### src/assert_macros.svh
// Assertion macros used by the top-level RTL file of the harmonic exciter
`ifndef ASSERT_MACROS_SVH
`define ASSERT_MACROS_SVH

// Same-cycle implication, checked on the rising clock edge outside reset
`define HE_ASSERT_IMP(lbl, cond, prop, msg) \
    lbl: assert property (@(posedge i_clk) disable iff (!i_rst_n) (cond) |-> (prop)) \
        else $error(msg);

// Next-cycle implication
`define HE_ASSERT_NXT(lbl, cond, prop, msg) \
    lbl: assert property (@(posedge i_clk) disable iff (!i_rst_n) (cond) |=> (prop)) \
        else $error(msg);

`endif

### src/he_pkg.sv
// Package: widths, register indexes, state type and unit handshake structs
`default_nettype none

package he_pkg;

    // Sample format and internal Q.24 fixed point
    localparam int SAMPLE_BITS = 16;
    localparam int FRAC        = 24;
    localparam int IN_SHIFT    = FRAC + 1 - SAMPLE_BITS;
    localparam int XW          = FRAC + 1;         // scaled input, +-2^24
    localparam int LPW         = 32;               // lowpass state
    localparam int MW          = 34;               // multiplicand
    localparam int CW          = 17;               // serial coefficient
    localparam int PW          = MW + CW;          // product
    localparam int NMW         = 38;               // numerator magnitude before scaling
    localparam int NW          = NMW + 16;         // divider numerator
    localparam int DW          = 31;               // divider denominator
    localparam int YW          = 44;               // mix sum
    localparam int ONE_Q       = 1 << FRAC;
    localparam int SMAX        = (1 << (SAMPLE_BITS - 1)) - 1;
    localparam int MCNT_W      = $clog2(CW + 1);
    localparam int DCNT_W      = $clog2(NW + 1);

    // Configuration port
    localparam int CFG_IDX_W  = 8;
    localparam int CFG_DATA_W = 16;
    localparam int KW         = 13;

    localparam logic [CFG_IDX_W-1:0] REG_LP_POLE   = CFG_IDX_W'(0);
    localparam logic [CFG_IDX_W-1:0] REG_CLIP_GAIN = CFG_IDX_W'(1);
    localparam logic [CFG_IDX_W-1:0] REG_SHAPER_K  = CFG_IDX_W'(2);
    localparam logic [CFG_IDX_W-1:0] REG_MIX_GAIN  = CFG_IDX_W'(3);

    localparam logic [15:0]   RST_LP_POLE   = 16'd55240;
    localparam logic [15:0]   RST_CLIP_GAIN = 16'd511;
    localparam logic [KW-1:0] RST_SHAPER_K  = KW'(512);
    localparam logic [15:0]   RST_MIX_GAIN  = 16'd128;

    // Sequencer states
    typedef enum logic [3:0] {
        S_IDLE,
        S_LP1A,
        S_LP1B,
        S_CLIP,
        S_KAX,
        S_NUM,
        S_DIV,
        S_LP2A,
        S_LP2B,
        S_MIX,
        S_PUSH
    } t_state;

    typedef struct packed {
        logic          start;
        logic [MW-1:0] a;       // signed multiplicand
        logic [CW-1:0] b;       // unsigned coefficient
    } t_mul_req;

    typedef struct packed {
        logic          start;
        logic [NW-1:0] num;
        logic [DW-1:0] den;
    } t_div_req;

    typedef struct packed {
        logic busy;
        logic done;
    } t_unit_stat;

endpackage

`default_nettype wire

### src/he_if.sv
// Stream and configuration interfaces of the harmonic exciter
`default_nettype none

interface he_in_if import he_pkg::*; ();
    logic                          valid;
    logic                          ready;
    logic signed [SAMPLE_BITS-1:0] sample_in;

    modport source (output valid, output sample_in, input ready);
    modport sink   (input valid, input sample_in, output ready);
endinterface

interface he_out_if import he_pkg::*; ();
    logic                          valid;
    logic                          ready;
    logic signed [SAMPLE_BITS-1:0] sample_out;

    modport source (output valid, output sample_out, input ready);
    modport sink   (input valid, input sample_out, output ready);
endinterface

interface he_cfg_if import he_pkg::*; ();
    logic                  valid;
    logic                  ready;
    logic [CFG_IDX_W-1:0]  index;
    logic [CFG_DATA_W-1:0] data;

    modport source (output valid, output index, output data, input ready);
    modport sink   (input valid, input index, input data, output ready);
endinterface

`default_nettype wire

### src/he_mul.sv
// Bit-serial signed-by-unsigned multiplier, coefficient MSB first
`default_nettype none

module he_mul import he_pkg::*; (
    input  wire logic              i_clk,
    input  wire logic              i_rst_n,
    input  wire t_mul_req          i_req,
    output t_unit_stat             o_stat,
    output logic signed [PW-1:0]   o_prod
);

    logic                 r_run, r_done;
    logic [MCNT_W-1:0]    r_cnt;
    logic signed [MW-1:0] r_a;
    logic [CW-1:0]        r_b;
    logic signed [PW-1:0] r_acc;
    logic signed [PW-1:0] n_acc;

    // shift-and-add step
    always_comb begin
        n_acc = (r_acc <<< 1);
        if (r_b[CW-1]) begin
            n_acc = n_acc + {{CW{r_a[MW-1]}}, r_a};
        end
    end

    // control
    always_ff @(posedge i_clk) begin
        if (!i_rst_n) begin
            r_run  <= 1'b0;
            r_done <= 1'b0;
            r_cnt  <= '0;
        end else begin
            r_done <= 1'b0;
            if (i_req.start) begin
                r_run <= 1'b1;
                r_cnt <= MCNT_W'(CW);
            end else if (r_run) begin
                r_cnt <= r_cnt - 1'b1;
                if (r_cnt == MCNT_W'(1)) begin
                    r_run  <= 1'b0;
                    r_done <= 1'b1;
                end
            end
        end
    end

    // operands and accumulator
    always_ff @(posedge i_clk) begin
        if (i_req.start) begin
            r_a   <= $signed(i_req.a);
            r_b   <= i_req.b;
            r_acc <= '0;
        end else if (r_run) begin
            r_acc <= n_acc;
            r_b   <= {r_b[CW-2:0], 1'b0};
        end
    end

    assign o_prod = r_acc;
    assign o_stat = '{busy: r_run, done: r_done};

endmodule

`default_nettype wire

### src/he_div.sv
// Restoring unsigned divider, one quotient bit per cycle
`default_nettype none

module he_div import he_pkg::*; (
    input  wire logic       i_clk,
    input  wire logic       i_rst_n,
    input  wire t_div_req   i_req,
    output t_unit_stat      o_stat,
    output logic [DW-1:0]   o_quot
);

    logic              r_run, r_done;
    logic [DCNT_W-1:0] r_cnt;
    logic [NW-1:0]     r_q;
    logic [DW-1:0]     r_den;
    logic [DW-1:0]     r_rem;
    logic [DW:0]       w_trial;
    logic [DW:0]       w_diff;
    logic              w_bit;

    // trial subtract
    always_comb begin
        w_trial = {r_rem, r_q[NW-1]};
        w_diff  = w_trial - {1'b0, r_den};
        w_bit   = (w_trial >= {1'b0, r_den});
    end

    // control
    always_ff @(posedge i_clk) begin
        if (!i_rst_n) begin
            r_run  <= 1'b0;
            r_done <= 1'b0;
            r_cnt  <= '0;
        end else begin
            r_done <= 1'b0;
            if (i_req.start) begin
                r_run <= 1'b1;
                r_cnt <= DCNT_W'(NW);
            end else if (r_run) begin
                r_cnt <= r_cnt - 1'b1;
                if (r_cnt == DCNT_W'(1)) begin
                    r_run  <= 1'b0;
                    r_done <= 1'b1;
                end
            end
        end
    end

    // remainder and quotient shift register
    always_ff @(posedge i_clk) begin
        if (i_req.start) begin
            r_q   <= i_req.num;
            r_den <= i_req.den;
            r_rem <= '0;
        end else if (r_run) begin
            r_rem <= w_bit ? w_diff[DW-1:0] : w_trial[DW-1:0];
            r_q   <= {r_q[NW-2:0], w_bit};
        end
    end

    assign o_quot = r_q[DW-1:0];
    assign o_stat = '{busy: r_run, done: r_done};

endmodule

`default_nettype wire

### src/harmonic_exciter.sv
// Top level: sequencer, config registers and datapath of the harmonic exciter
//
//   port    dir  role                    payload
//   i_in    in   sample stream, sink     sample_in  (signed 16)
//   o_out   out  sample stream, source   sample_out (signed 16)
//   i_cfg   in   register writes, sink   index (8), data (16)
//
// Each sample runs eight bit-serial multiplies in the shared multiplier
// plus a 54-step restoring divide for the shaper.
// One sample is in work at a time; i_in.ready is high only while idle.
// The output register frees the sequencer: a result waits there while the
// next sample is taken; a second result waits in the sequencer if needed.
// Reset (i_rst_n low, synchronous) clears both lowpass states and loads the
// register defaults. Config writes are always accepted.
`default_nettype none
`include "assert_macros.svh"

module harmonic_exciter import he_pkg::*; (
    input  wire logic  i_clk,
    input  wire logic  i_rst_n,
    he_in_if.sink      i_in,
    he_out_if.source   o_out,
    he_cfg_if.sink     i_cfg
);

    t_state r_st, n_st;
    logic   r_go;

    // configuration registers
    logic [15:0]   r_lp_pole, r_clip_gain, r_mix_gain;
    logic [KW-1:0] r_shaper_k;

    // state and working registers
    logic signed [LPW-1:0] r_lp1, r_lp2;
    logic signed [XW-1:0]  r_x;
    logic signed [MW-1:0]  r_hp;
    logic signed [XW:0]    r_c;
    logic [DW-1:0]         r_den;
    logic                  r_neg;
    logic [NMW-1:0]        r_nmag;
    logic signed [LPW-1:0] r_sh;
    logic signed [PW-1:0]  r_acc;
    logic signed [SAMPLE_BITS-1:0] r_res;
    logic                  r_ov;
    logic signed [SAMPLE_BITS-1:0] r_od;

    // units
    t_mul_req              w_mreq;
    t_unit_stat            w_mstat;
    logic signed [PW-1:0]  w_prod;
    t_div_req              w_dreq;
    t_unit_stat            w_dstat;
    logic [DW-1:0]         w_quot;

    logic [CW-1:0]         w_omp;
    logic [XW-1:0]         w_ax;
    logic signed [PW-1:0]  w_nl;
    logic signed [PW-1:0]  w_t;
    logic signed [YW-1:0]  w_y;
    logic signed [YW-1:0]  w_o;
    logic signed [SAMPLE_BITS-1:0] w_sat;
    logic                  w_push;

    he_mul u_mul (
        .i_clk   (i_clk),
        .i_rst_n (i_rst_n),
        .i_req   (w_mreq),
        .o_stat  (w_mstat),
        .o_prod  (w_prod)
    );

    he_div u_div (
        .i_clk   (i_clk),
        .i_rst_n (i_rst_n),
        .i_req   (w_dreq),
        .o_stat  (w_dstat),
        .o_quot  (w_quot)
    );

    // config writes
    assign i_cfg.ready = 1'b1;

    always_ff @(posedge i_clk) begin
        if (!i_rst_n) begin
            r_lp_pole   <= RST_LP_POLE;
            r_clip_gain <= RST_CLIP_GAIN;
            r_shaper_k  <= RST_SHAPER_K;
            r_mix_gain  <= RST_MIX_GAIN;
        end else if (i_cfg.valid) begin
            unique case (i_cfg.index)
                REG_LP_POLE:   r_lp_pole   <= i_cfg.data;
                REG_CLIP_GAIN: r_clip_gain <= i_cfg.data;
                REG_SHAPER_K:  r_shaper_k  <= i_cfg.data[KW-1:0];
                REG_MIX_GAIN:  r_mix_gain  <= i_cfg.data;
                default:       ;
            endcase
        end
    end

    // shared arithmetic helpers
    always_comb begin
        w_omp = CW'(17'h10000) - {1'b0, r_lp_pole};
        w_ax  = r_x[XW-1] ? XW'(-r_x) : XW'(r_x);
        w_nl  = (r_acc + w_prod + PW'(32768)) >>> 16;
        w_t   = w_prod >>> 8;
        w_y   = {{(YW-XW){r_x[XW-1]}}, r_x} + w_t[YW-1:0];
        w_o   = (w_y + YW'(1 << (IN_SHIFT - 1))) >>> IN_SHIFT;
        if (w_o > $signed(YW'(SMAX))) begin
            w_sat = SAMPLE_BITS'(SMAX);
        end else if (w_o < -$signed(YW'(SMAX)) - 1) begin
            w_sat = SAMPLE_BITS'(-SMAX - 1);
        end else begin
            w_sat = w_o[SAMPLE_BITS-1:0];
        end
    end

    assign w_push = (r_st == S_PUSH) && (!r_ov || o_out.ready);

    // next state
    always_comb begin
        n_st = r_st;
        unique case (r_st)
            S_IDLE: if (i_in.valid) n_st = S_LP1A;
            S_LP1A: if (w_mstat.done) n_st = S_LP1B;
            S_LP1B: if (w_mstat.done) n_st = S_CLIP;
            S_CLIP: if (w_mstat.done) n_st = S_KAX;
            S_KAX:  if (w_mstat.done) n_st = S_NUM;
            S_NUM:  if (w_mstat.done) n_st = S_DIV;
            S_DIV:  if (w_dstat.done) n_st = S_LP2A;
            S_LP2A: if (w_mstat.done) n_st = S_LP2B;
            S_LP2B: if (w_mstat.done) n_st = S_MIX;
            S_MIX:  if (w_mstat.done) n_st = S_PUSH;
            S_PUSH: if (w_push) n_st = S_IDLE;
            default: n_st = S_IDLE;
        endcase
    end

    // unit requests
    always_comb begin
        w_mreq       = '0;
        w_mreq.start = !r_go;
        w_dreq.start = 1'b0;
        w_dreq.num   = {r_nmag, 16'd0};
        w_dreq.den   = r_den;
        unique case (r_st)
            S_LP1A: begin
                w_mreq.a = {{(MW-XW){r_x[XW-1]}}, r_x};
                w_mreq.b = w_omp;
            end
            S_LP1B: begin
                w_mreq.a = {{(MW-LPW){r_lp1[LPW-1]}}, r_lp1};
                w_mreq.b = {1'b0, r_lp_pole};
            end
            S_CLIP: begin
                w_mreq.a = r_hp;
                w_mreq.b = {1'b0, r_clip_gain};
            end
            S_KAX: begin
                w_mreq.a = {{(MW-XW){1'b0}}, w_ax};
                w_mreq.b = CW'(r_shaper_k);
            end
            S_NUM: begin
                w_mreq.a = {{(MW-XW-1){r_c[XW]}}, r_c};
                w_mreq.b = CW'(r_shaper_k) + CW'(256);
            end
            S_LP2A: begin
                w_mreq.a = {{(MW-LPW){r_sh[LPW-1]}}, r_sh};
                w_mreq.b = w_omp;
            end
            S_LP2B: begin
                w_mreq.a = {{(MW-LPW){r_lp2[LPW-1]}}, r_lp2};
                w_mreq.b = {1'b0, r_lp_pole};
            end
            S_MIX: begin
                w_mreq.a = r_hp;
                w_mreq.b = {1'b0, r_mix_gain};
            end
            S_DIV: begin
                w_mreq.start = 1'b0;
                w_dreq.start = !r_go;
            end
            default: w_mreq.start = 1'b0;
        endcase
    end

    // control registers
    always_ff @(posedge i_clk) begin
        if (!i_rst_n) begin
            r_st  <= S_IDLE;
            r_go  <= 1'b0;
            r_ov  <= 1'b0;
            r_lp1 <= '0;
            r_lp2 <= '0;
        end else begin
            r_st <= n_st;
            if (n_st != r_st) begin
                r_go <= 1'b0;
            end else if (w_mreq.start || w_dreq.start) begin
                r_go <= 1'b1;
            end
            if (w_push) begin
                r_ov <= 1'b1;
            end else if (o_out.ready) begin
                r_ov <= 1'b0;
            end
            if (r_st == S_LP1B && w_mstat.done) r_lp1 <= w_nl[LPW-1:0];
            if (r_st == S_LP2B && w_mstat.done) r_lp2 <= w_nl[LPW-1:0];
        end
    end

    // datapath registers
    always_ff @(posedge i_clk) begin
        if (w_push) r_od <= r_res;
        if (r_st == S_IDLE && i_in.valid) begin
            r_x <= {i_in.sample_in, {IN_SHIFT{1'b0}}};
        end
        if (r_st == S_DIV && w_dstat.done) begin
            r_sh <= r_neg ? -$signed({1'b0, w_quot}) : $signed({1'b0, w_quot});
        end
        if (w_mstat.done) begin
            case (r_st)
                S_LP1A, S_LP2A: r_acc <= w_prod;
                S_LP1B: r_hp <= {{(MW-XW){r_x[XW-1]}}, r_x} - w_nl[MW-1:0];
                S_LP2B: r_hp <= {{(MW-LPW){r_sh[LPW-1]}}, r_sh} - w_nl[MW-1:0];
                S_CLIP: begin
                    if (w_t > $signed(PW'(ONE_Q))) begin
                        r_c <= (XW+1)'(ONE_Q);
                    end else if (w_t < -$signed(PW'(ONE_Q))) begin
                        r_c <= -$signed((XW+1)'(ONE_Q));
                    end else begin
                        r_c <= w_t[XW:0];
                    end
                end
                S_KAX: r_den <= DW'(ONE_Q) + w_prod[DW+7:8];
                S_NUM: begin
                    r_neg  <= w_prod[PW-1];
                    r_nmag <= w_prod[PW-1] ? NMW'(-w_prod) : NMW'(w_prod);
                end
                S_MIX: r_res <= w_sat;
                default: ;
            endcase
        end
    end

    assign i_in.ready       = (r_st == S_IDLE);
    assign o_out.valid      = r_ov;
    assign o_out.sample_out = r_od;

    // checks
    `HE_ASSERT_NXT(a_start, i_in.valid && i_in.ready, r_st == S_LP1A,
        "accepted sample did not start the sequence")
    `HE_ASSERT_IMP(a_div_done, w_dstat.done, r_st == S_DIV,
        "divider finished outside the divide step")
    `HE_ASSERT_IMP(a_units_excl, 1'b1, !(w_mstat.busy && w_dstat.busy),
        "multiplier and divider running together")
    `HE_ASSERT_NXT(a_push, w_push, o_out.valid && o_out.sample_out == $past(r_res),
        "finished sample not presented at the output")

endmodule

`default_nettype wire

### src/flat_wrapper.sv
// flat-port wrapper written by rule: the top's interface ports become plain ports
module harmonic_exciter_flat import he_pkg::*;
  (i_clk, i_rst_n, i_in_valid, i_in_sample_in, i_in_ready, o_out_valid, o_out_sample_out, o_out_ready, i_cfg_valid, i_cfg_index, i_cfg_data, i_cfg_ready);
  he_in_if i_in_i ();
  he_out_if o_out_i ();
  he_cfg_if i_cfg_i ();
  input  wire logic i_clk;
  input  wire logic i_rst_n;
  input wire logic [$bits(i_in_i.valid)-1:0] i_in_valid;
  input wire logic [$bits(i_in_i.sample_in)-1:0] i_in_sample_in;
  output wire logic [$bits(i_in_i.ready)-1:0] i_in_ready;
  output wire logic [$bits(o_out_i.valid)-1:0] o_out_valid;
  output wire logic [$bits(o_out_i.sample_out)-1:0] o_out_sample_out;
  input wire logic [$bits(o_out_i.ready)-1:0] o_out_ready;
  input wire logic [$bits(i_cfg_i.valid)-1:0] i_cfg_valid;
  input wire logic [$bits(i_cfg_i.index)-1:0] i_cfg_index;
  input wire logic [$bits(i_cfg_i.data)-1:0] i_cfg_data;
  output wire logic [$bits(i_cfg_i.ready)-1:0] i_cfg_ready;
  assign i_in_i.valid = i_in_valid;
  assign i_in_i.sample_in = i_in_sample_in;
  assign i_in_ready = i_in_i.ready;
  assign o_out_valid = o_out_i.valid;
  assign o_out_sample_out = o_out_i.sample_out;
  assign o_out_i.ready = o_out_ready;
  assign i_cfg_i.valid = i_cfg_valid;
  assign i_cfg_i.index = i_cfg_index;
  assign i_cfg_i.data = i_cfg_data;
  assign i_cfg_ready = i_cfg_i.ready;
  harmonic_exciter u_core (.i_clk(i_clk), .i_rst_n(i_rst_n), .i_in(i_in_i), .o_out(o_out_i), .i_cfg(i_cfg_i));
endmodule
### config.mk
export PLATFORM = sky130hd
export DESIGN_NAME = harmonic_exciter_flat
export DESIGN_NICKNAME = d
export VERILOG_FILES = /design/src/he_pkg.sv /design/src/he_if.sv /design/src/he_mul.sv /design/src/he_div.sv /design/src/harmonic_exciter.sv /design/src/flat_wrapper.sv
export VERILOG_INCLUDE_DIRS = /design/src /design/src/src
export SDC_FILE = /design/constraint.sdc
export NUM_CORES = 2
export LEC_CHECK = 0
export ABC_AREA = 1
export ABC_CLOCK_PERIOD_IN_PS = 5370
export BUFFER_PORTS_ARGS = -buffer_cell sky130_fd_sc_hd__clkbuf_2
export CORE_ASPECT_RATIO = 1.4
export CORE_UTILIZATION = 55
export CTS_CLUSTER_SIZE = 28
export DETAILED_ROUTE_END_ITERATION = 12
export PLACE_DENSITY_LB_ADDON = 0.08
export SYNTH_ARGS = -nofsm -noshare
export SYNTH_HDL_FRONTEND = slang
export SYNTH_SLANG_ARGS = --single-unit
### constraint.sdc
create_clock -name i_clk -period 5.37 [get_ports i_clk]
set_clock_uncertainty 0.2 [all_clocks]
set_input_delay 0.8055 -clock i_clk [delete_from_list [all_inputs] [get_ports i_clk]]
set_output_delay 0.8055 -clock i_clk [all_outputs]
set_load 0.005 [all_outputs]
# After elaboration in Yosys (flattened, before gate mapping)
# Index checks and enable logic that the tools add are counted.
[totals]
reg_bits = 624
input_bits = 45
[op_classes]
n_addsub = 16
magnitude_cmp = 5
n_eq_ne = 16
mux = 41
bitwise_logic = 3
reduce_logical = 33
[op_table]
columns = ["operator", "n"]
rows = [
  ["$pmux W51 S8", 1],
  ["$mux W54", 2],
  ["$pmux W34 S2", 1],
  ["$sub A34 B34 Y34", 2],
  ["$mux W31", 2],
  ["$add A51 B51 Y51", 1],
  ["$mux W51", 1],
  ["$add A50 B17 Y50 const B", 1],
  ["$add A50 B50 Y50", 1],
  ["$add A25 B43 Y44", 1],
  ["$add A44 B10 Y44 const B", 1],
  ["$mux W4", 11],
  ["$pmux W4 S11", 1],
  ["$gt A43 B26 Y1 const B", 1],
  ["$lt A43 B25 Y1 const B", 1],
  ["$mux W38", 1],
  ["$neg A38 Y38", 1],
  ["$gt A35 B16 Y1 const B", 1],
  ["$lt A35 B16 Y1 const B", 1],
  ["$mux W17", 2],
  ["$ge A32 B31 Y1", 1],
  ["$neg A31 Y32", 1],
  ["$add A25 B31 Y31 const A", 1],
  ["$sub A31 B31 Y31", 1],
  ["31 further kinds", 76],
]

# Longest topological paths before layout
[depth]
word_depth = 7
ltp_mapped = 31

# Modules after synthesis
# Synthesis repeated with hierarchy kept, for this count alone.
[hier_totals]
hier_cells = 5781
area_unflattened_um2 = 42152.9
[modules_own_cells]
columns = ["mod", "n_inst", "cells_per_inst", "area_each_um2"]
rows = [
  ["harmonic_exciter", 1, 3335, 25737.2],
  ["he_mul", 1, 1345, 8470.6],
  ["he_div", 1, 1101, 7945.1],
]

# Worst setup path after synthesis
# OpenSTA, ideal clock, no wires.
[synth_timing]
kind = "flip-flop to flip-flop"
startpoint = "register u_core.u_mul.r_acc[15], in the netlist u_core.u_mul.o_prod[15]"
endpoint = "register u_core.r_hp[29], data pin"
setup_ns = 0.252
arrival_ns = 3.760
setup_slack_ns = 1.157
path_stages_with_launch = 31
synth_period_minus_slack_ns = 4.213
cell_sequence = "dfxtp_1 inv_1 ha_1 inv_1 ha_1 nand2_1 nor2_1 nand3_1 nor2_1 nand2_1 nand3_2 a21oi_1 o21ai_0 a21oi_1 xor2_1 inv_1 ha_1 nand2_1 nor2_1 nand2_1 inv_1 nand4_1 and3_1 inv_1 nand3_1 nand2_1 nand2_1 nand2_1 nand2_1 nand3_1 nand2_1"
[synth_via]
elab_chain_len = 4
elab_cells_between_ends = 5
classes_between = "add/sub (4); mux (1)"
[synth_rtl]
columns = ["item", "line", "source"]
rows = [
  ["start: declaration", "he_mul.sv:16", "logic signed [PW-1:0] r_acc;"],
  ["start signal: assignment", "he_mul.sv:55", "r_acc <= n_acc;"],
  ["$add A50 B50 Y50 *", "harmonic_exciter.sv:104", "w_nl = (r_acc + w_prod + PW'(32768)) >>> 16;"],
  ["$add A50 B17 Y50 *", "harmonic_exciter.sv:104", ""],
  ["$sub A34 B34 Y34 (on tied branches)", "harmonic_exciter.sv:224, harmonic_exciter.sv:223", ""],
  ["$pmux W34 S2 *", "harmonic_exciter.sv:221", "case (r_st)"],
  ["end signal: assignment", "harmonic_exciter.sv:223", "S_LP1B: r_hp <= {{(MW-XW){r_x[XW-1]}}, r_x} - w_nl[MW-1:0];"],
  ["end signal: assignment", "harmonic_exciter.sv:224", "S_LP2B: r_hp <= {{(MW-LPW){r_sh[LPW-1]}}, r_sh} - w_nl[MW-1:0];"],
  ["end: declaration", "harmonic_exciter.sv:36", "logic signed [MW-1:0] r_hp;"],
]
# Every way passes the cells marked *; elsewhere a longest branch is shown, timed or not.
# A chain may end at the register's enable or synchronous reset.

# Worst setup path after layout
[layout_timing]
startpoint = "register u_core.u_mul.r_acc[5], in the netlist u_core.u_mul.o_prod[5]"
endpoint = "register u_core.r_hp[33], data pin"
# The elaborated chain is that of the path after synthesis.

==> results list <==
- In this run the biggest area consumer among cell types represents between 20% and 30% of the synthesized area.
- Ranked by total cell area, the synthesized netlist is headed by sky130_fd_sc_hd__edfxtp_1, sky130_fd_sc_hd__dfxtp_1, sky130_fd_sc_hd__ha_1.
* Class of the most critical hold timing path: in2reg
- Clock root buffer: sky130_fd_sc_hd__clkbuf_16
- Area of the core: ~68000 um2
* Ratio of cells with drive above 1 in the final layout: 8.61%
- Clock tree from TritonCTS: yes
* Highest attainable clock frequency: about 200 MHz
* Total wire length after detailed routing: 131 mm
* Aggregate global-route resource usage: between 30% and 40%
* Clock latency on the worst-skew pair: around 640 ps
- Peak VDD IR: 300 uV
- Average cell area after synthesis: approximately 8.2 um2
- Slew at the pin closest to its max-slew limit: 1240 ps
* Headroom to the max-slew limit: 17.5%
- The worst path uses between 90% and 100% of the clock period.
- In this run, distinct cell masters in the synthesized netlist total 75.
- The net count of the finished layout is roughly 5000.
* Largest driver fanout on the critical path: 6
* Count of buffers from port buffering: just over 60
- Total of hold buffers inserted after clock tree synthesis: 0
- DRC violation count after routing: 0
- Required arrival time at the worst endpoint: 5560 ps
- Of all flip-flops after synthesis, the portion carrying an async set or reset was 0%.
- Synth Flop Type: sky130_fd_sc_hd__edfxtp_1
* Pwr/cell area: between 400 and 500 nW/um2
* Leading cell types by count after synthesis: sky130_fd_sc_hd__nand2_1, sky130_fd_sc_hd__inv_1, sky130_fd_sc_hd__nor2_1
- Cells fill 61.9% of the core in the end.
* RSZ-0062 raised after global routing: no
- Once detail routing completed, the nets flagged for antenna violations numbered 0.
- HPWL after detailed placement: approximately 100 mm
* Critical Path End Type: flop
* IO Count: 64
* Data arrival time at the worst-slack endpoint: approximately 5200 ps
* CTS Buffer Depth: 3
- TritonCTS created approximately 70 clock buffers.
- ANT cells: 0
* Min Tclk post-route: roughly 5000 ps
- The first TritonRoute pass finished after 6 iterations.
* Vias in the first global route: ~33000
- DIE HEIGHT: roughly 310 um
* Classification of the worst setup path: reg2reg
* Count of clock tree sinks: 624
- The synthesized design contains 380 enable-type register cells.
* Endpoints failing hold: 0
* Warnings, synthesis: 0
* Initial antenna violation count: 2
- Leaving out filler cells and counting taps, the final layout contains 5739.
- For this run, the register share of the synthesized area comes to between 40% and 50%.
* Count of routing violations after the opening detailed-route iteration: around 3000
* Via count: between 30000 and 40000
- Full die area: approximately 70000 um2
- Routed wirelength normalized by instance count: 22.8 um
- Setup-violating endpoint count in the final report: 0
* Result of the run: completed
- Post-Syn Instances: about 4700
- Placed instance count: around 5600
* Number of storage elements in the synthesis netlist: between 600 and 700
- Number of maximum-capacitance constraint violations: 0
- Entering global routing, the biggest net connects 75 pins.
* Total congestion overflow: 0
* Wire length of the first global-routing pass: 196 mm
- CTS built an H-tree with a depth of 3.
- Row generation in the floorplan step produced ~110 rows.
- For this design the static power due to leakage is 0.0184 uW.
* Last weighted congestion value of the routability-driven placer: 1.01
- Final count of pins violating max slew: 0
- Dividing the detail-routed via count by the number of cells gives ~5.9.
- STA classifies the critical path startpoint as a flop.
- Summing every instance area after synthesis gives 38200 um2.
- Once the floorplan was initialized, standard cells occupied between 50% and 60% of the core.
- The die is 225 um wide.
- After clock tree synthesis, the clock-pin slew on the worst setup and hold paths is approximately 60 ps.
* Cell type with the highest aggregate area in the netlist: sky130_fd_sc_hd__edfxtp_1
- Among all cell types in the netlist, the one instantiated most often is sky130_fd_sc_hd__nand2_1.
- When the netlist entered floorplanning its net count stood at between 4000 and 5000.
* Area growth, synth to finish: 10.7%
==> cell type report <==
cell class | instances | area [um2]
well taps | 920 | 1150
repair buffers | 156 | 1030
fillers | 6243 | 26000
multi-input cells | 3279 | 19100
inverters | 635 | 2380
flip-flops and latches | 624 | 16300
clock buffers | 84 | 1810
clock inverters | 41 | 474
==> cells by family (layout without fill, tap and decap cells) <==
| logic type | count (synthesis) | count (layout) | synth area share [%] |
|---|---|---|---|
| fa+ha+maj | 256 | 256 | 8.47 |
| other cells | 1 | 1 | 0.00982 |
| flops | 624 | 624 | 42.7 |
| xor+xnor | 217 | 217 | 5.00 |
| buf+inv | 757 | 916 | 7.59 |
| compound gates | 1154 | 1154 | 17.9 |
| simple gates | 1651 | 1651 | 18.4 |
==> where the power goes <==
part | internal, uW | total, uW | switching (uW)
clock network | 2860 | 4910 | 2050
logic | 2080 | 6620 | 4540
registers | 5480 | 5660 | 173
==> timing repair <==
item	in CTS	in global routing
endpoints found under the hold margin	0	0
setup endpoints to repair	2	11
gates resized for setup	1	20
pin swaps	0	1
setup buffers	0	1
==> critical path: stages, from the launching register on <==
cell	delay (ps)
sky130_fd_sc_hd__dfxtp_2	360
sky130_fd_sc_hd__ha_1	310
sky130_fd_sc_hd__ha_1	330
sky130_fd_sc_hd__a21oi_1	220
sky130_fd_sc_hd__nand2_1	110
sky130_fd_sc_hd__a21oi_1	120
sky130_fd_sc_hd__o21ai_0	100
sky130_fd_sc_hd__a21boi_1	220
sky130_fd_sc_hd__inv_1	110
sky130_fd_sc_hd__a21oi_4	260
sky130_fd_sc_hd__o21ai_1	170
sky130_fd_sc_hd__xor2_2	430
sky130_fd_sc_hd__ha_1	270
sky130_fd_sc_hd__nand2_1	90
sky130_fd_sc_hd__nor2_1	180
sky130_fd_sc_hd__nand2_1	80
sky130_fd_sc_hd__inv_1	50
sky130_fd_sc_hd__nand4_1	70
sky130_fd_sc_hd__and3_1	250
sky130_fd_sc_hd__inv_1	130
sky130_fd_sc_hd__nand3_1	90
sky130_fd_sc_hd__nand2_1	120
sky130_fd_sc_hd__nand2_1	70
sky130_fd_sc_hd__nand2_1	160
sky130_fd_sc_hd__nand2_1	100
sky130_fd_sc_hd__nand3_1	80
sky130_fd_sc_hd__nand2_1	50
==> per-stage QoR <==
step / setup TNS (ps) / setup WS, ps / power, uW / hold WS [ps] / area (um2)
3_3_place_gp: 0 / 45.0 / 12200 / 201 / 39900
6_report: 0 / 376 / 17200 / 153 / 42300
4_1_cts: 0 / 153 / 17100 / 139 / 42200
2_1_floorplan: 0 / 1160 / 10000 / 200 / 38200
3_5_place_dp: -10.5 / -10.2 / 12200 / 205 / 39900
5_1_grt: 0 / 7.74 / 18000 / 142 / 42300
==> cells in the final DEF, fill, tap and decap left out, drive strengths merged, types with 29 or more instances in the layout <==
master and instances:
nor3 69, edfxtp 380, ha 252, xor2 169
clkinv 31, dfxtp 244, nand4 46, a22o 29
buf 95, clkbuf 145, o21ai 407, o211ai 74
o22ai 36, xnor2 48, inv 632, a31oi 49
nand2 862, nor2 469, a21oi 366, nand3 153
==> worst paths after layout <==
kind,startpoint,endpoint,slack [ps],cells after the start
setup / recovery,u_core.u_mul.o_prod[5],u_core.r_hp[33],380,26
hold / removal,i_in_sample_in[3],u_core.r_x[12],150,1
setup reg to reg,u_core.u_mul.o_prod[5],u_core.r_hp[33],380,26
hold reg to reg,u_core.r_den[8],u_core.u_div.r_den[8],220,0
==> per-layer routing <==
metal  global-route usage, %  share of wire (%)  vias to the layer above
li1                        -                  -                    16200
met1                    42.2                 38                    16000
met2                    64.2                 49                     1417
met3                    5.86                6.8                      383
met4                    23.2                6.8                        0
met5                       0                  0                        -
==> registers in the layout, summed over array words and instances (netlist names), 6 cells and up <==
| name | cells |
|---|---|
| u_core.r_c | 26 |
| u_core.r_mix_gain | 16 |
| u_core.u_div.r_rem | 31 |
| u_core.r_shaper_k | 13 |
| u_core.r_lp2 | 32 |
| u_core.u_mul.r_b | 17 |
| u_core.o_out.sample_out | 16 |
| u_core.u_div.r_den | 31 |
| u_core.r_x | 16 |
| u_core.r_lp_pole | 16 |
| u_core.r_sh | 32 |
| u_core.u_mul.r_a | 34 |
| u_core.r_den | 31 |
| u_core.r_acc | 50 |
| u_core.r_nmag | 38 |
| u_core.r_clip_gain | 16 |
| u_core.r_lp1 | 32 |
| u_core.u_div.r_q | 54 |
| u_core.u_mul.o_prod | 51 |
| u_core.r_hp | 34 |
| u_core.r_res | 16 |
| u_core.u_div.r_cnt | 6 |
(Power assumes the default switching activity.)
